--- src/hdl/owrs_pkg.sv ---
// Shared types and constants for the 1-Wire ROM search controller.
package owrs_pkg;

	localparam int MAX_PASSES = 100;
	localparam int ID_BITS    = 64;
	localparam int POS_W      = $clog2(ID_BITS);

	localparam logic [7:0] CMD_SEARCH_ALL   = 8'hF0;
	localparam logic [7:0] CMD_SEARCH_ALARM = 8'hEC;

	// Triplet status with neither id nor complement bit pulled low.
	localparam logic [1:0] TRIP_NO_RESPONSE = 2'b11;

	typedef enum logic [1:0] {
		EV_START      = 2'd0,
		EV_RESET_DONE = 2'd1,
		EV_BYTE_DONE  = 2'd2,
		EV_TRIP_DONE  = 2'd3
	} event_t;

	typedef enum logic [1:0] {
		ACT_RESET   = 2'd0,
		ACT_WRITE   = 2'd1,
		ACT_TRIPLET = 2'd2,
		ACT_FINISH  = 2'd3
	} action_t;

endpackage

--- src/hdl/one_wire_rom_search.sv ---
// 1-Wire ROM search controller: maps bus events to the next bus request.
//
// Each request on the slave side reports one bus event (search start, reset
// done with presence, command byte written, triplet done with its 3-bit
// status) and produces exactly one request on the master side: bus reset,
// write the search command byte (0xF0, or 0xEC for an alarm search), run a
// triplet with a given direction, or search finished. The result that closes
// a full 64-bit pass also carries the identifier found. The block takes one
// event per clock while answers are taken; an event is held in an input
// register, decided combinationally against the search state, and its answer
// is loaded into the output register once that register is free. The output
// register frees the input side, so a stalled answer does not block the next
// event until both registers are full. Searching stops after the last device,
// when no device answers a reset, or once MAX_PASSES passes have begun; a
// failed pass keeps its partial path as the guide for the next one.
module one_wire_rom_search
	import owrs_pkg::*;
(
	input  logic        clk,
	input  logic        arst_n,

	input  logic        s_tvalid,
	output logic        s_tready,
	input  logic [7:0]  s_tdata,   // [0] alarm_only, [1] presence, [4:2] triplet_result
	input  logic [1:0]  s_tuser,   // [1:0] opcode

	output logic        m_tvalid,
	input  logic        m_tready,
	output logic [79:0] m_tdata,   // [7:0] command_byte, [8] direction, [72:9] found_id
	output logic [2:0]  m_tuser    // [1:0] action, [2] found_valid
);

	// input register
	logic        valid_s1;
	event_t      op_s1;
	logic        alarm_s1;
	logic        pres_s1;
	logic [2:0]  trip_s1;

	// search state
	logic [ID_BITS-1:0] prev_path_q;
	logic [ID_BITS-1:0] cur_id_q;
	logic signed [7:0]  branch_q;     // 64 before the first pass, -1 when no branch left
	logic signed [7:0]  last_zero_q;  // -1 when no zero taken at a discrepancy
	logic [POS_W-1:0]   bit_pos_q;
	logic               last_dev_q;
	logic [6:0]         pass_cnt_q;
	logic               alarm_mode_q;

	// next state
	logic [ID_BITS-1:0] prev_path_d;
	logic [ID_BITS-1:0] cur_id_d;
	logic signed [7:0]  branch_d;
	logic signed [7:0]  last_zero_d;
	logic [POS_W-1:0]   bit_pos_d;
	logic               last_dev_d;
	logic [6:0]         pass_cnt_d;
	logic               alarm_mode_d;

	// result
	action_t            act_d;
	logic [7:0]         cmd_d;
	logic               dir_d;
	logic               found_d;
	logic [ID_BITS-1:0] found_id_d;
	logic               try_pass;
	logic [POS_W-1:0]   pos_next;

	logic out_free;
	logic advance;

	assign out_free = !m_tvalid || m_tready;
	assign advance  = valid_s1 && out_free;
	assign s_tready = !valid_s1 || out_free;

	// direction rule: 1 at the branch point, 0 past it, else follow the last path
	function automatic logic pick_dir(input logic [POS_W-1:0] pos,
			input logic signed [7:0] branch, input logic [ID_BITS-1:0] path);
		logic signed [7:0] p;
		p = signed'({2'b00, pos});
		if (p == branch)
			return 1'b1;
		else if (p > branch)
			return 1'b0;
		else
			return path[pos];
	endfunction

	assign pos_next = bit_pos_q + POS_W'(1);

	always_comb begin
		prev_path_d  = prev_path_q;
		cur_id_d     = cur_id_q;
		branch_d     = branch_q;
		last_zero_d  = last_zero_q;
		bit_pos_d    = bit_pos_q;
		last_dev_d   = last_dev_q;
		pass_cnt_d   = pass_cnt_q;
		alarm_mode_d = alarm_mode_q;
		act_d        = ACT_FINISH;
		cmd_d        = '0;
		dir_d        = 1'b0;
		found_d      = 1'b0;
		found_id_d   = '0;
		try_pass     = 1'b0;

		case (op_s1)
			EV_START: begin
				alarm_mode_d = alarm_s1;
				prev_path_d  = '0;
				pass_cnt_d   = '0;
				branch_d     = 8'sd64;
				last_zero_d  = -8'sd1;
				last_dev_d   = 1'b0;
				try_pass     = 1'b1;
			end
			EV_RESET_DONE: begin
				if (pres_s1) begin
					cur_id_d  = '0;
					bit_pos_d = '0;
					act_d     = ACT_WRITE;
					cmd_d     = alarm_mode_q ? CMD_SEARCH_ALARM : CMD_SEARCH_ALL;
				end
			end
			EV_BYTE_DONE: begin
				act_d = ACT_TRIPLET;
				dir_d = pick_dir(bit_pos_q, branch_q, prev_path_q);
			end
			EV_TRIP_DONE: begin
				if (trip_s1[1:0] == TRIP_NO_RESPONSE) begin
					// no device answered: keep the partial path, retry
					prev_path_d = cur_id_q;
					bit_pos_d   = '0;
					try_pass    = 1'b1;
				end else begin
					if (trip_s1 == 3'b000)
						last_zero_d = signed'({2'b00, bit_pos_q});
					cur_id_d = cur_id_q | (ID_BITS'(trip_s1[2]) << bit_pos_q);
					if (bit_pos_q == POS_W'(ID_BITS - 1)) begin
						last_dev_d  = (branch_q == last_zero_d) || last_zero_d[7];
						branch_d    = last_zero_d;
						prev_path_d = cur_id_d;
						bit_pos_d   = '0;
						found_d     = 1'b1;
						found_id_d  = cur_id_d;
						try_pass    = 1'b1;
					end else begin
						bit_pos_d = pos_next;
						act_d     = ACT_TRIPLET;
						dir_d     = pick_dir(pos_next, branch_q, prev_path_q);
					end
				end
			end
			default: ;
		endcase

		if (try_pass) begin
			if (!last_dev_d && pass_cnt_d < 7'(MAX_PASSES)) begin
				pass_cnt_d = pass_cnt_d + 7'd1;
				act_d      = ACT_RESET;
			end else begin
				act_d = ACT_FINISH;
			end
		end
	end

	// input register
	always_ff @(posedge clk or negedge arst_n) begin
		if (!arst_n) begin
			valid_s1 <= 1'b0;
		end else if (s_tready) begin
			valid_s1 <= s_tvalid;
		end
	end

	always_ff @(posedge clk) begin
		if (s_tready && s_tvalid) begin
			op_s1    <= event_t'(s_tuser);
			alarm_s1 <= s_tdata[0];
			pres_s1  <= s_tdata[1];
			trip_s1  <= s_tdata[4:2];
		end
	end

	// search state, updated as each request is decided
	always_ff @(posedge clk or negedge arst_n) begin
		if (!arst_n) begin
			prev_path_q  <= '0;
			cur_id_q     <= '0;
			branch_q     <= 8'sd64;
			last_zero_q  <= -8'sd1;
			bit_pos_q    <= '0;
			last_dev_q   <= 1'b0;
			pass_cnt_q   <= '0;
			alarm_mode_q <= 1'b0;
		end else if (advance) begin
			prev_path_q  <= prev_path_d;
			cur_id_q     <= cur_id_d;
			branch_q     <= branch_d;
			last_zero_q  <= last_zero_d;
			bit_pos_q    <= bit_pos_d;
			last_dev_q   <= last_dev_d;
			pass_cnt_q   <= pass_cnt_d;
			alarm_mode_q <= alarm_mode_d;
		end
	end

	// output register
	always_ff @(posedge clk or negedge arst_n) begin
		if (!arst_n) begin
			m_tvalid <= 1'b0;
		end else if (out_free) begin
			m_tvalid <= valid_s1;
		end
	end

	always_ff @(posedge clk) begin
		if (advance) begin
			m_tuser <= {found_d, act_d};
			m_tdata <= {7'd0, found_id_d, dir_d, cmd_d};
		end
	end

endmodule
--- config.mk ---
export PLATFORM = sky130hd
export DESIGN_NAME = one_wire_rom_search
export DESIGN_NICKNAME = d
export VERILOG_FILES = /design/src/hdl/owrs_pkg.sv /design/src/hdl/one_wire_rom_search.sv
export SDC_FILE = /design/constraint.sdc
export NUM_CORES = 1
export LEC_CHECK = 0
export BUFFER_PORTS_ARGS = -buffer_cell sky130_fd_sc_hd__buf_4
export CORE_ASPECT_RATIO = 0.9
export CORE_MARGIN = 5
export CORE_UTILIZATION = 50
export CTS_BUF_LIST = sky130_fd_sc_hd__clkbuf_8
export CTS_CLUSTER_DIAMETER = 100
export DETAILED_ROUTE_END_ITERATION = 8
export GPL_ROUTABILITY_DRIVEN = 1
export PLACE_DENSITY_LB_ADDON = 0.05
export SLEW_MARGIN = 5
export SYNTH_ARGS = -nofsm -noshare
export SYNTH_HDL_FRONTEND = slang
export SYNTH_SLANG_ARGS = --single-unit
--- constraint.sdc ---
create_clock -name clk -period 6.49 [get_ports clk]
set_input_delay 0.649 -clock clk [delete_from_list [all_inputs] [get_ports clk]]
set_output_delay 0.649 -clock clk [all_outputs]
set_load 0.005 [all_outputs]
Yosys cells after proc, flatten, opt, wreduce, memory -nomap -nowiden
Index checks and enable logic that the tools add are counted.
{"block": "word_totals", "output_inout_bits": 85, "elab_cells": 109, "reg_bits": 244}
{"block": "classes", "n_shift": 1, "add_sub_neg": 2, "magnitude_cmp": 5, "n_reduce_logical": 22, "eq_ne": 12, "bitwise": 3, "n_mux": 45}
{"cell": "$mux 64", "count": 4}
{"cell": "$pmux 64 s2", "count": 2}
{"cell": "$or 64x64->64", "count": 1}
{"cell": "$shl 1x6->64", "count": 1}
{"cell": "$mux 8", "count": 6}
{"cell": "$pmux 8 s2", "count": 2}
{"cell": "$mux 7", "count": 3}
{"cell": "$mux 6", "count": 3}
{"cell": "$eq 7x8->1", "count": 2}
{"cell": "$gt 7x8->1", "count": 2}
{"cell": "$lt 6x7->1 const B", "count": 2}
{"cell": "$mux 1", "count": 14}
{"cell": "$bmux 1 s6", "count": 2}
{"cell": "$pmux 6 s2", "count": 1}
{"cell": "$reduce_and 3->1", "count": 3}
{"cell": "$eq 8x8->1", "count": 1}
{"cell": "$reduce_and 4->1", "count": 2}
{"cell": "$add 7x1->7 const B", "count": 1}
{"cell": "$lt 7x7->1 const B", "count": 1}
{"cell": "$add 6x1->6 const B", "count": 1}
{"cell": "$eq 2x2->1 const B", "count": 3}
{"cell": "$eq 6x6->1 const B", "count": 1}
{"cell": "$mux 2", "count": 3}
{"cell": "$ne 2x2->1 const B", "count": 3}
{"cell": "15 further kinds", "count": 26}

Logic depth before layout (Yosys ltp)
Gate-level depths: netlist (run 1).
{"block": "logic_depth", "word_depth": 13, "ltp_mapped": 12}

Worst setup path before layout (run 1)
Ideal clock, no wire load.
{"block": "synth_path", "path_kind": "input -> register", "from": "input port m_tready", "to": "register prev_path_q[0]", "setup_time_ns": 0.133, "slack_ns": 1.989, "path_buffers": 2, "t_arrival_ns": 4.368, "cell_stages": 8, "path_cell_list": "nand2b_1 nand2_1 inv_1 clkbuf_1 o211ai_1 clkbuf_1 nand2_1 o21ai_0"}
{"block": "synth_between", "elab_chain_cells": 3}
{"element": "start: declaration", "line_no": "one_wire_rom_search.sv:28", "rtl": "input logic m_tready,"}
{"element": "$logic_or 1x1->1", "line_no": "one_wire_rom_search.sv:72", "rtl": "assign out_free = !m_tvalid || m_tready;"}
{"element": "$logic_and 1x1->1", "line_no": "one_wire_rom_search.sv:73", "rtl": "assign advance = valid_s1 && out_free;"}
{"element": "named net advance", "line_no": "one_wire_rom_search.sv:70", "rtl": "logic advance;"}
{"element": "$reduce_and 3->1 (no line)"}
{"element": "end signal: assignment", "line_no": "one_wire_rom_search.sv:197", "rtl": "prev_path_q <= prev_path_d;"}
{"element": "end: declaration", "line_no": "one_wire_rom_search.sv:41", "rtl": "logic [ID_BITS-1:0] prev_path_q;"}
The timed path passes the listed nets, and every way through them passes these cells.
A chain may end at the register's enable or synchronous reset.

Worst setup path in the final report (run 1)
{"block": "layout_path", "from": "register bit_pos_q[0]", "to": "register m_tdata[8] (data pin)"}
{"block": "layout_between", "elab_chain_cells": 8, "word_cells_on_any_way": 17, "cone_classes": "add/sub (1); order compare (2); eq/ne (3); mux (11)"}
{"element": "start: declaration", "line_no": "one_wire_rom_search.sv:45", "rtl": "logic [POS_W-1:0] bit_pos_q;"}
{"element": "start signal: assignment", "line_no": "one_wire_rom_search.sv:201", "rtl": "bit_pos_q <= bit_pos_d;"}
{"element": "$add 6x1->6", "line_no": "one_wire_rom_search.sv:89", "rtl": "assign pos_next = bit_pos_q + POS_W'(1);"}
{"element": "$bmux 1 s6", "line_no": "one_wire_rom_search.sv:86", "rtl": "return path[pos];"}
{"element": "$mux 1 (not written as such)", "line_no": "one_wire_rom_search.sv:86"}
{"element": "$mux 1", "line_no": "one_wire_rom_search.sv:83", "rtl": "else if (p > branch)"}
{"element": "$mux 1", "line_no": "one_wire_rom_search.sv:81", "rtl": "if (p == branch)"}
{"element": "$mux 1", "line_no": "one_wire_rom_search.sv:139", "rtl": "if (bit_pos_q == POS_W'(ID_BITS - 1)) begin"}
{"element": "$mux 1", "line_no": "one_wire_rom_search.sv:130", "rtl": "if (trip_s1[1:0] == TRIP_NO_RESPONSE) begin"}
{"element": "$pmux 1 s2 (*)", "line_no": "one_wire_rom_search.sv:107", "rtl": "case (op_s1)"}
{"element": "named net dir_d", "line_no": "one_wire_rom_search.sv:63", "rtl": "logic dir_d;"}
{"element": "end signal: assignment", "line_no": "one_wire_rom_search.sv:220", "rtl": "m_tdata <= {7'd0, found_id_d, dir_d, cmd_d};"}
{"element": "end: declaration", "line_no": "one_wire_rom_search.sv:29", "rtl": "output logic [79:0] m_tdata,"}
Mark *: on every way through the listed nets, which the timed path passes. The rest lies on a longest branch. The select of a mux whose other input is x is not followed.

==> results of run 1 <==
==> placed cells by master, fill, tap and decap left out, types with 4 or more instances in the layout <==
cell type and count:
mux4_2 33, dfstp_2 9, and2_1 8, clkinv_2 6, edfxtp_1 78, ha_1 18, buf_4 112, nor2_1 144
conb_1 9, nor2_2 4, nand2b_1 13, inv_1 35, nor3_1 11, nor2b_1 17, nor4_1 4, a31oi_1 41
o31ai_1 4, xor2_1 4, clkinv_1 6, nand3_1 15, clkbuf_8 47, xnor2_1 7, o21ai_0 83, o22ai_1 8
a22oi_1 6, a21oi_1 173, nand4_1 8, nand2_1 134, dfrtp_1 152, and3_1 5
==> layout make-up <==
cell class | instances | area [sq um] | area share (%)
flip-flops and latches | 239 | 6382 | 47.78
repair buffers | 113 | 852.1 | 6.378
clock inverters | 31 | 176.4 | 1.321
multi-input cells | 805 | 4843 | 36.26
well taps | 302 | 377.9 | 2.828
inverters | 21 | 80.08 | 0.5994
clock buffers | 47 | 646.9 | 4.842
==> layer usage <==
metal	vias up	track usage [%]	part of all wire, %
met2	291	36.90	46
li1	4253	-	-
met4	0	6.186	2.1
met1	4567	36.77	46
met5	-	0	0
met3	62	4.141	6.1
==> cells by family (layout without fill, tap and decap cells) <==
family / after synthesis / count (layout) / share of synthesized area [%]
AO/OA/AOI/OAI: 346 / 346 / 16.76
XOR/XNOR: 11 / 11 / 0.8244
adder cells (fa/ha/maj): 18 / 18 / 1.927
buffers and inverters: 117 / 212 / 4.358
flip-flops: 239 / 239 / 54.61
multiplexers: 40 / 40 / 7.034
other: 1 / 9 / 0.03209
AND/OR/NAND/NOR: 381 / 381 / 14.45
==> how the worst min path moves through the flow <==
stage / endpoint / cells past startpoint / slack [ps] / start
5_1_grt: alarm_s1$_DFFE_PP_ / 1 / 260 / s_tdata[0]
6_report: branch_q[5]$_DFFE_PN0P_ / 1 / 250 / arst_n
3_5_place_dp: alarm_mode_q$_DFFE_PN0P_ / 1 / 460 / alarm_s1$_DFFE_PP_
4_1_cts: alarm_s1$_DFFE_PP_ / 1 / 250 / s_tdata[0]
3_3_place_gp: alarm_mode_q$_DFFE_PN0P_ / 1 / 460 / alarm_s1$_DFFE_PP_
2_1_floorplan: alarm_mode_q$_DFFE_PN0P_ / 0 / 350 / arst_n
==> registers in the layout (all words and copies together), names as in the netlist, 3 cells and up <==
signal	cells
bit_pos_q	6
cur_id_q	64
m_tdata	68
branch_q	8
prev_path_q	64
trip_s1	3
last_zero_q	8
m_tuser	3
pass_cnt_q	7
==> power by group through the flow <==
stage / Combinational (mW) / Clock [mW] / Sequential [mW]
after floorplan: 0.342 / 0 / 1.73
after global placement: 0.508 / 0 / 1.73
after detailed placement: 0.514 / 0 / 1.73
after CTS: 0.517 / 1.38 / 1.71
after global routing: 0.569 / 1.45 / 1.72
final: 0.515 / 1.35 / 1.71
==> stage by stage <==
stage | total power [mW] | cell area, sq um | utilization, % | hold WS, ps | setup WS (ps)
after CTS | 3.603 | 13360 | 57.56 | 246.9 | 2737
after floorplan | 2.068 | 11720 | - | 353.4 | 1989
after global routing | 3.736 | 13360 | 57.56 | 259.5 | 2411
after detailed placement | 2.248 | 12540 | 54.01 | 464.6 | 2741
after global placement | 2.241 | 12540 | 54.01 | 463.4 | 2783
final | 3.576 | 13360 | 57.56 | 245.1 | 2597
==> impl_metrics.json, run 1 <==
{
  "max_stage_delay_ps": 830,
  "pwr-share-comb_pct": 14.4,
  "synth_cell_types": 67,
  "synth-edff-count": 78,
  "synth_area_leaders": "dfrtp_1 (33%), edfxtp_1 (20%), a21oi_1 (7.4%), mux4_2 (6.4%), nor2_1 (4.7%)",
  "synth_common_cells": "a21oi_1 (173), dfrtp_1 (152), nor2_1 (147)",
  "rows": 53,
  "rsz0062_at_grt": "no",
  "cts.sinks": 239,
  "synth_cells": 1153,
  "drc": 0,
  "final_layout_size_suffix_gt1_share_pct": 18.23,
  "critPathKind": "reg -> reg",
  "post_cts_resize_count": 0,
  "endpoint_kind": "flop",
  "grt_pass1_vias": 9242,
  "drt_first_pass_iters": 6,
  "nFillCells": 2105,
  "postCtsSetupBuffers": 0,
  "drv_slew": 0,
  "start_util_pct": 50.35,
  "drv_cap": 0,
  "yosysTopAreaCell": "dfrtp_1",
  "wl_per_cell_um": 20.41,
  "dpl.hpwl_um": 20770,
  "p_per_area_nw_per_um2": 267.7,
  "finalSetupViolations": 0,
  "regToRegEndpoint": "m_tdata[8]$_DFFE_PP_",
  "swShare_pct": 28.31,
  "slew_headroom_pct": 22.08,
  "final_cells": 1558,
  "crit_required_ps": 6750,
  "via_count": 9173,
  "antenna_found_initial": 0,
  "grt_overflow": 0,
  "io_pins": 99,
  "worst_path_max_delay_cell": "xor2_1",
  "routabilityCongestion": 0.8656,
  "die_w_um": 171.2,
  "leakage_nw": 5.410,
  "power_frac_seq_pct": 47.7,
  "routed_wl_um": 31800,
  "status": "completed",
  "dp_cells": 1480,
  "numPortBuffers": 86,
  "max_freq_mhz": 256.9,
  "cts_inserted_buffers": 42,
  "h-tree-depth": 2,
  "finalHoldViolCount": 0,
  "cp.depth": 11,
  "dieArea_sq_um": 26530,
  "skew_ps": 27.85,
  "path_cells": "buf_4 -> ha_1 -> xor2_1 -> buf_4 -> ha_1 -> o21a_1 -> o211ai_1 -> a311oi_1 -> nor3_1 -> a311oi_1 -> nand2_1",
  "synth_most_common_cell": "a21oi_1",
  "finalCriticalPeriod_ps": 3893,
  "worst_pin_slew_ps": 1160,
  "startpoint": "bit_pos_q[0]$_DFFE_PN0P_",
  "cp_max_fo": 35,
  "tritoncts": "done",
  "area_delta_synth_final_pct": 14.32,
  "die_y_um": 155.0,
  "cts_buffer_depth": 3,
  "ys_warn_count": 0,
  "diodes": 0,
  "grt_first_pass_wirelength_um": 51380,
  "power.switching_mw": 1.012,
  "ant_nets": 0,
  "min_period_over_period_pct": 59.98,
  "path_clk_slew_ps": 60,
  "syn_area_per_cell_sq_um": 10.14,
  "start_kind": "flop",
  "p_clk_share_pct": 37.8,
  "synth.yosys.seq_area_share_pct": 54.61,
  "clk_latency_ps": 560,
  "worstPathArrival_ps": 4150,
  "crit_family": "compound AO/OA/AOI/OAI gates",
  "synth_ff_type": "dfrtp_1",
  "r2r_setup_slack_ps": 2600,
  "crit_end": "m_tdata[8]$_DFFE_PP_",
  "grt_max_degree": 102,
  "timing.setup.tns_ps": 0,
  "r2r-start": "bit_pos_q[0]$_DFFE_PN0P_",
  "p_int_mw": 2.564,
  "cts_root_buf": "clkbuf_8",
  "ys_async_sr_fraction_pct": 67.36,
  "via_per_inst": 5.888,
  "holdBufCountCts": 0,
  "ir_worst_vdd_mv": 0.1807,
  "final_nets": 1254,
  "syn_area_sq_um": 11690,
  "grt_usage_pct": 24.33,
  "crit_buf_inv": 2,
  "synth_top_cell_area_share_pct": 32.55,
  "reg2reg_depth": 11,
  "core_area_sq_um": 23210,
  "ys_ff_latch": 239,
  "dr.first_iter.drc_count": 882,
  "holdCritPathClass": "in -> async"
}
Note: power is estimated with default switching activity, not from simulation.
==> run 2, diff against run 1 <==
==> constraint.sdc (replaced) <==
create_clock -name clk -period 3.4 [get_ports clk]
set_input_delay 0.34 -clock clk [delete_from_list [all_inputs] [get_ports clk]]
set_output_delay 0.34 -clock clk [all_outputs]
set_load 0.005 [all_outputs]
==> run 2 against run 1 <==
  * Utilization rose by 0.89 points
  * Sequential cell count did not move
  * Largest cell class unchanged
  * Worst setup slack got worse by 2100 ps
==> impl_metrics.json, run 2 (synthesis results as in run 1) <==
{
  "final_layout_size_suffix_gt1_share_pct": 19.13,
  "worst_path_max_delay_cell": "buf_4",
  "reg2reg_depth": 11,
  "rsz0062_at_grt": "no",
  "grt_overflow": 0,
  "crit_required_ps": 3660,
  "routed_wl_um": 32130,
  "via_count": 9340,
  "worstPathArrival_ps": 3180,
  "drv_slew": 0,
  "timing.setup.tns_ps": 0,
  "skew_ps": 20.24,
  "max_stage_delay_ps": 460,
  "drv_cap": 0,
  "max_freq_mhz": 342.7,
  "endpoint_kind": "flop",
  "critPathKind": "reg -> reg",
  "grt_first_pass_wirelength_um": 51180,
  "drc": 0,
  "start_kind": "flop",
  "regMostFlops": "m_tdata",
  "min_period_over_period_pct": 85.83,
  "worst_pin_slew_ps": 871.9,
  "largestRegisters": "m_tdata x68, cur_id_q x64, prev_path_q x64",
  "grt_max_degree": 78,
  "ant_nets": 0,
  "cts_root_buf": "clkbuf_8",
  "cts_buffer_depth": 3,
  "die_y_um": 155.0,
  "final_nets": 1285,
  "area_delta_synth_final_pct": 16.09,
  "routabilityCongestion": 0.8763,
  "ir_worst_vdd_mv": 0.2799,
  "status": "completed",
  "dieArea_sq_um": 26530,
  "crit_buf_inv": 3,
  "p_per_area_nw_per_um2": 489.8,
  "slew_headroom_pct": 41.87,
  "start_util_pct": 50.35,
  "io_pins": 99,
  "antenna_found_initial": 0,
  "cts.sinks": 239,
  "crit_family": "compound AO/OA/AOI/OAI gates",
  "total_power_mw": 6.644,
  "diodes": 0,
  "core_area_sq_um": 23210,
  "die_w_um": 171.2,
  "drt_first_pass_iters": 5,
  "dr.first_iter.drc_count": 834,
  "grt_usage_pct": 24.33,
  "path_clk_slew_ps": 60,
  "numPortBuffers": 86,
  "final_cell_mix": "a21oi_1 (173), dfrtp_1 (152), nor2_1 (146)",
  "cts_inserted_buffers": 41,
  "rows": 53,
  "grt_pass1_vias": 9176,
  "hold_depth": 3,
  "wl_per_cell_um": 20.23,
  "h-tree-depth": 2,
  "dpl.hpwl_um": 21260,
  "largest_reg_flops": 68,
  "via_per_inst": 5.882,
  "finalSetupViolations": 0,
  "finalCriticalPeriod_ps": 2918,
  "clk_latency_ps": 540,
  "path_cells": "buf_4 -> nand3_1 -> xor2_1 -> buf_4 -> inv_1 -> ha_1 -> o211ai_1 -> a311oi_1 -> nor3_1 -> a311oi_1 -> nand2_1",
  "post_cts_resize_count": 0,
  "cp.depth": 11,
  "cp_max_fo": 35,
  "tritoncts": "done",
  "finalHoldViolCount": 0,
  "holdCritPathClass": "in -> reg",
  "layout_commonest_cell": "a21oi_1",
  "leakage_nw": 5.550
}
[run 2: cell types whose count changed in the layout (fill, tap and decap cells not counted), sizes merged]
cell / change
buf: +23
dlygate4sd3: +9
clkbuf: -3
inv: +2
bufinv: -1
[run 2: power by group]
part / internal, mW / switching [mW] / leakage [nW]
clock: 1.20 / 1.18 / 0.446
sequential: 3.15 / 0.109 / 2.98
combinational: 0.408 / 0.596 / 2.12
total: 4.76 / 1.88 / 5.55
[run 2: timing repair]
| action | CTS | global route |
|---|---|---|
| buffers inserted | 0 | 0 |
| hold buffers | 9 | 0 |
| endpoints found under the hold margin | 54 | 0 |
[run 2: worst paths after layout]
check,to,slack [ps],start
setup / recovery,m_tdata[8]$_DFFE_PP_,480,bit_pos_q[1]$_DFFE_PN0P_
hold / removal,m_tvalid$_DFFE_PN0P_,100,m_tready
setup reg to reg,m_tdata[8]$_DFFE_PP_,480,bit_pos_q[1]$_DFFE_PN0P_
hold reg to reg,pass_cnt_q[6]$_DFFE_PN0P_,490,pass_cnt_q[6]$_DFFE_PN0P_
max in group asynchronous,cur_id_q[34]$_DFFE_PN0P_,2200,arst_n
min in group asynchronous,branch_q[0]$_DFFE_PN0P_,330,arst_n
[run 2: tightest hold or removal path, cell delays in order]
cell	delay [ps]
buf_4	80
nand2b_1	110
nand2b_1	70
[run 2: through the flow]
| step | worst slack, ps | hold slack (ps) | utilization (%) | cells | instance area, sq um |
|---|---|---|---|---|---|
| 6_report | 481.9 | 99.57 | 58.45 | 1588 | 13570 |
| 4_1_cts | 532.8 | 82.17 | 58.45 | 1588 | 13570 |
| 5_1_grt | 296.6 | 105.0 | 58.45 | 1588 | 13570 |
| 3_5_place_dp | 541.6 | 338.1 | 54.84 | 1503 | 12730 |
| 2_1_floorplan | 509.5 | 44.41 | - | 1161 | 11720 |
| 3_3_place_gp | 536.7 | 342.9 | 54.84 | 1503 | 12730 |
[run 2: layout make-up]
class,instances,area [sq um]
clock buffers,44,605.6
inverters,21,80.08
well taps,302,377.9
fillers,2053,9643
multi-input cells,805,4838
flip-flops and latches,239,6382
clock inverters,32,142.6
repair buffers,145,1140
[run 2: routing by layer]
layer,up-vias,wire length [um],track usage [%]
li1,4323,-,-
met1,4671,14760,36.64
met2,298,14820,37.37
met3,48,1954,4.217
met4,0,588,5.394
met5,-,0,0
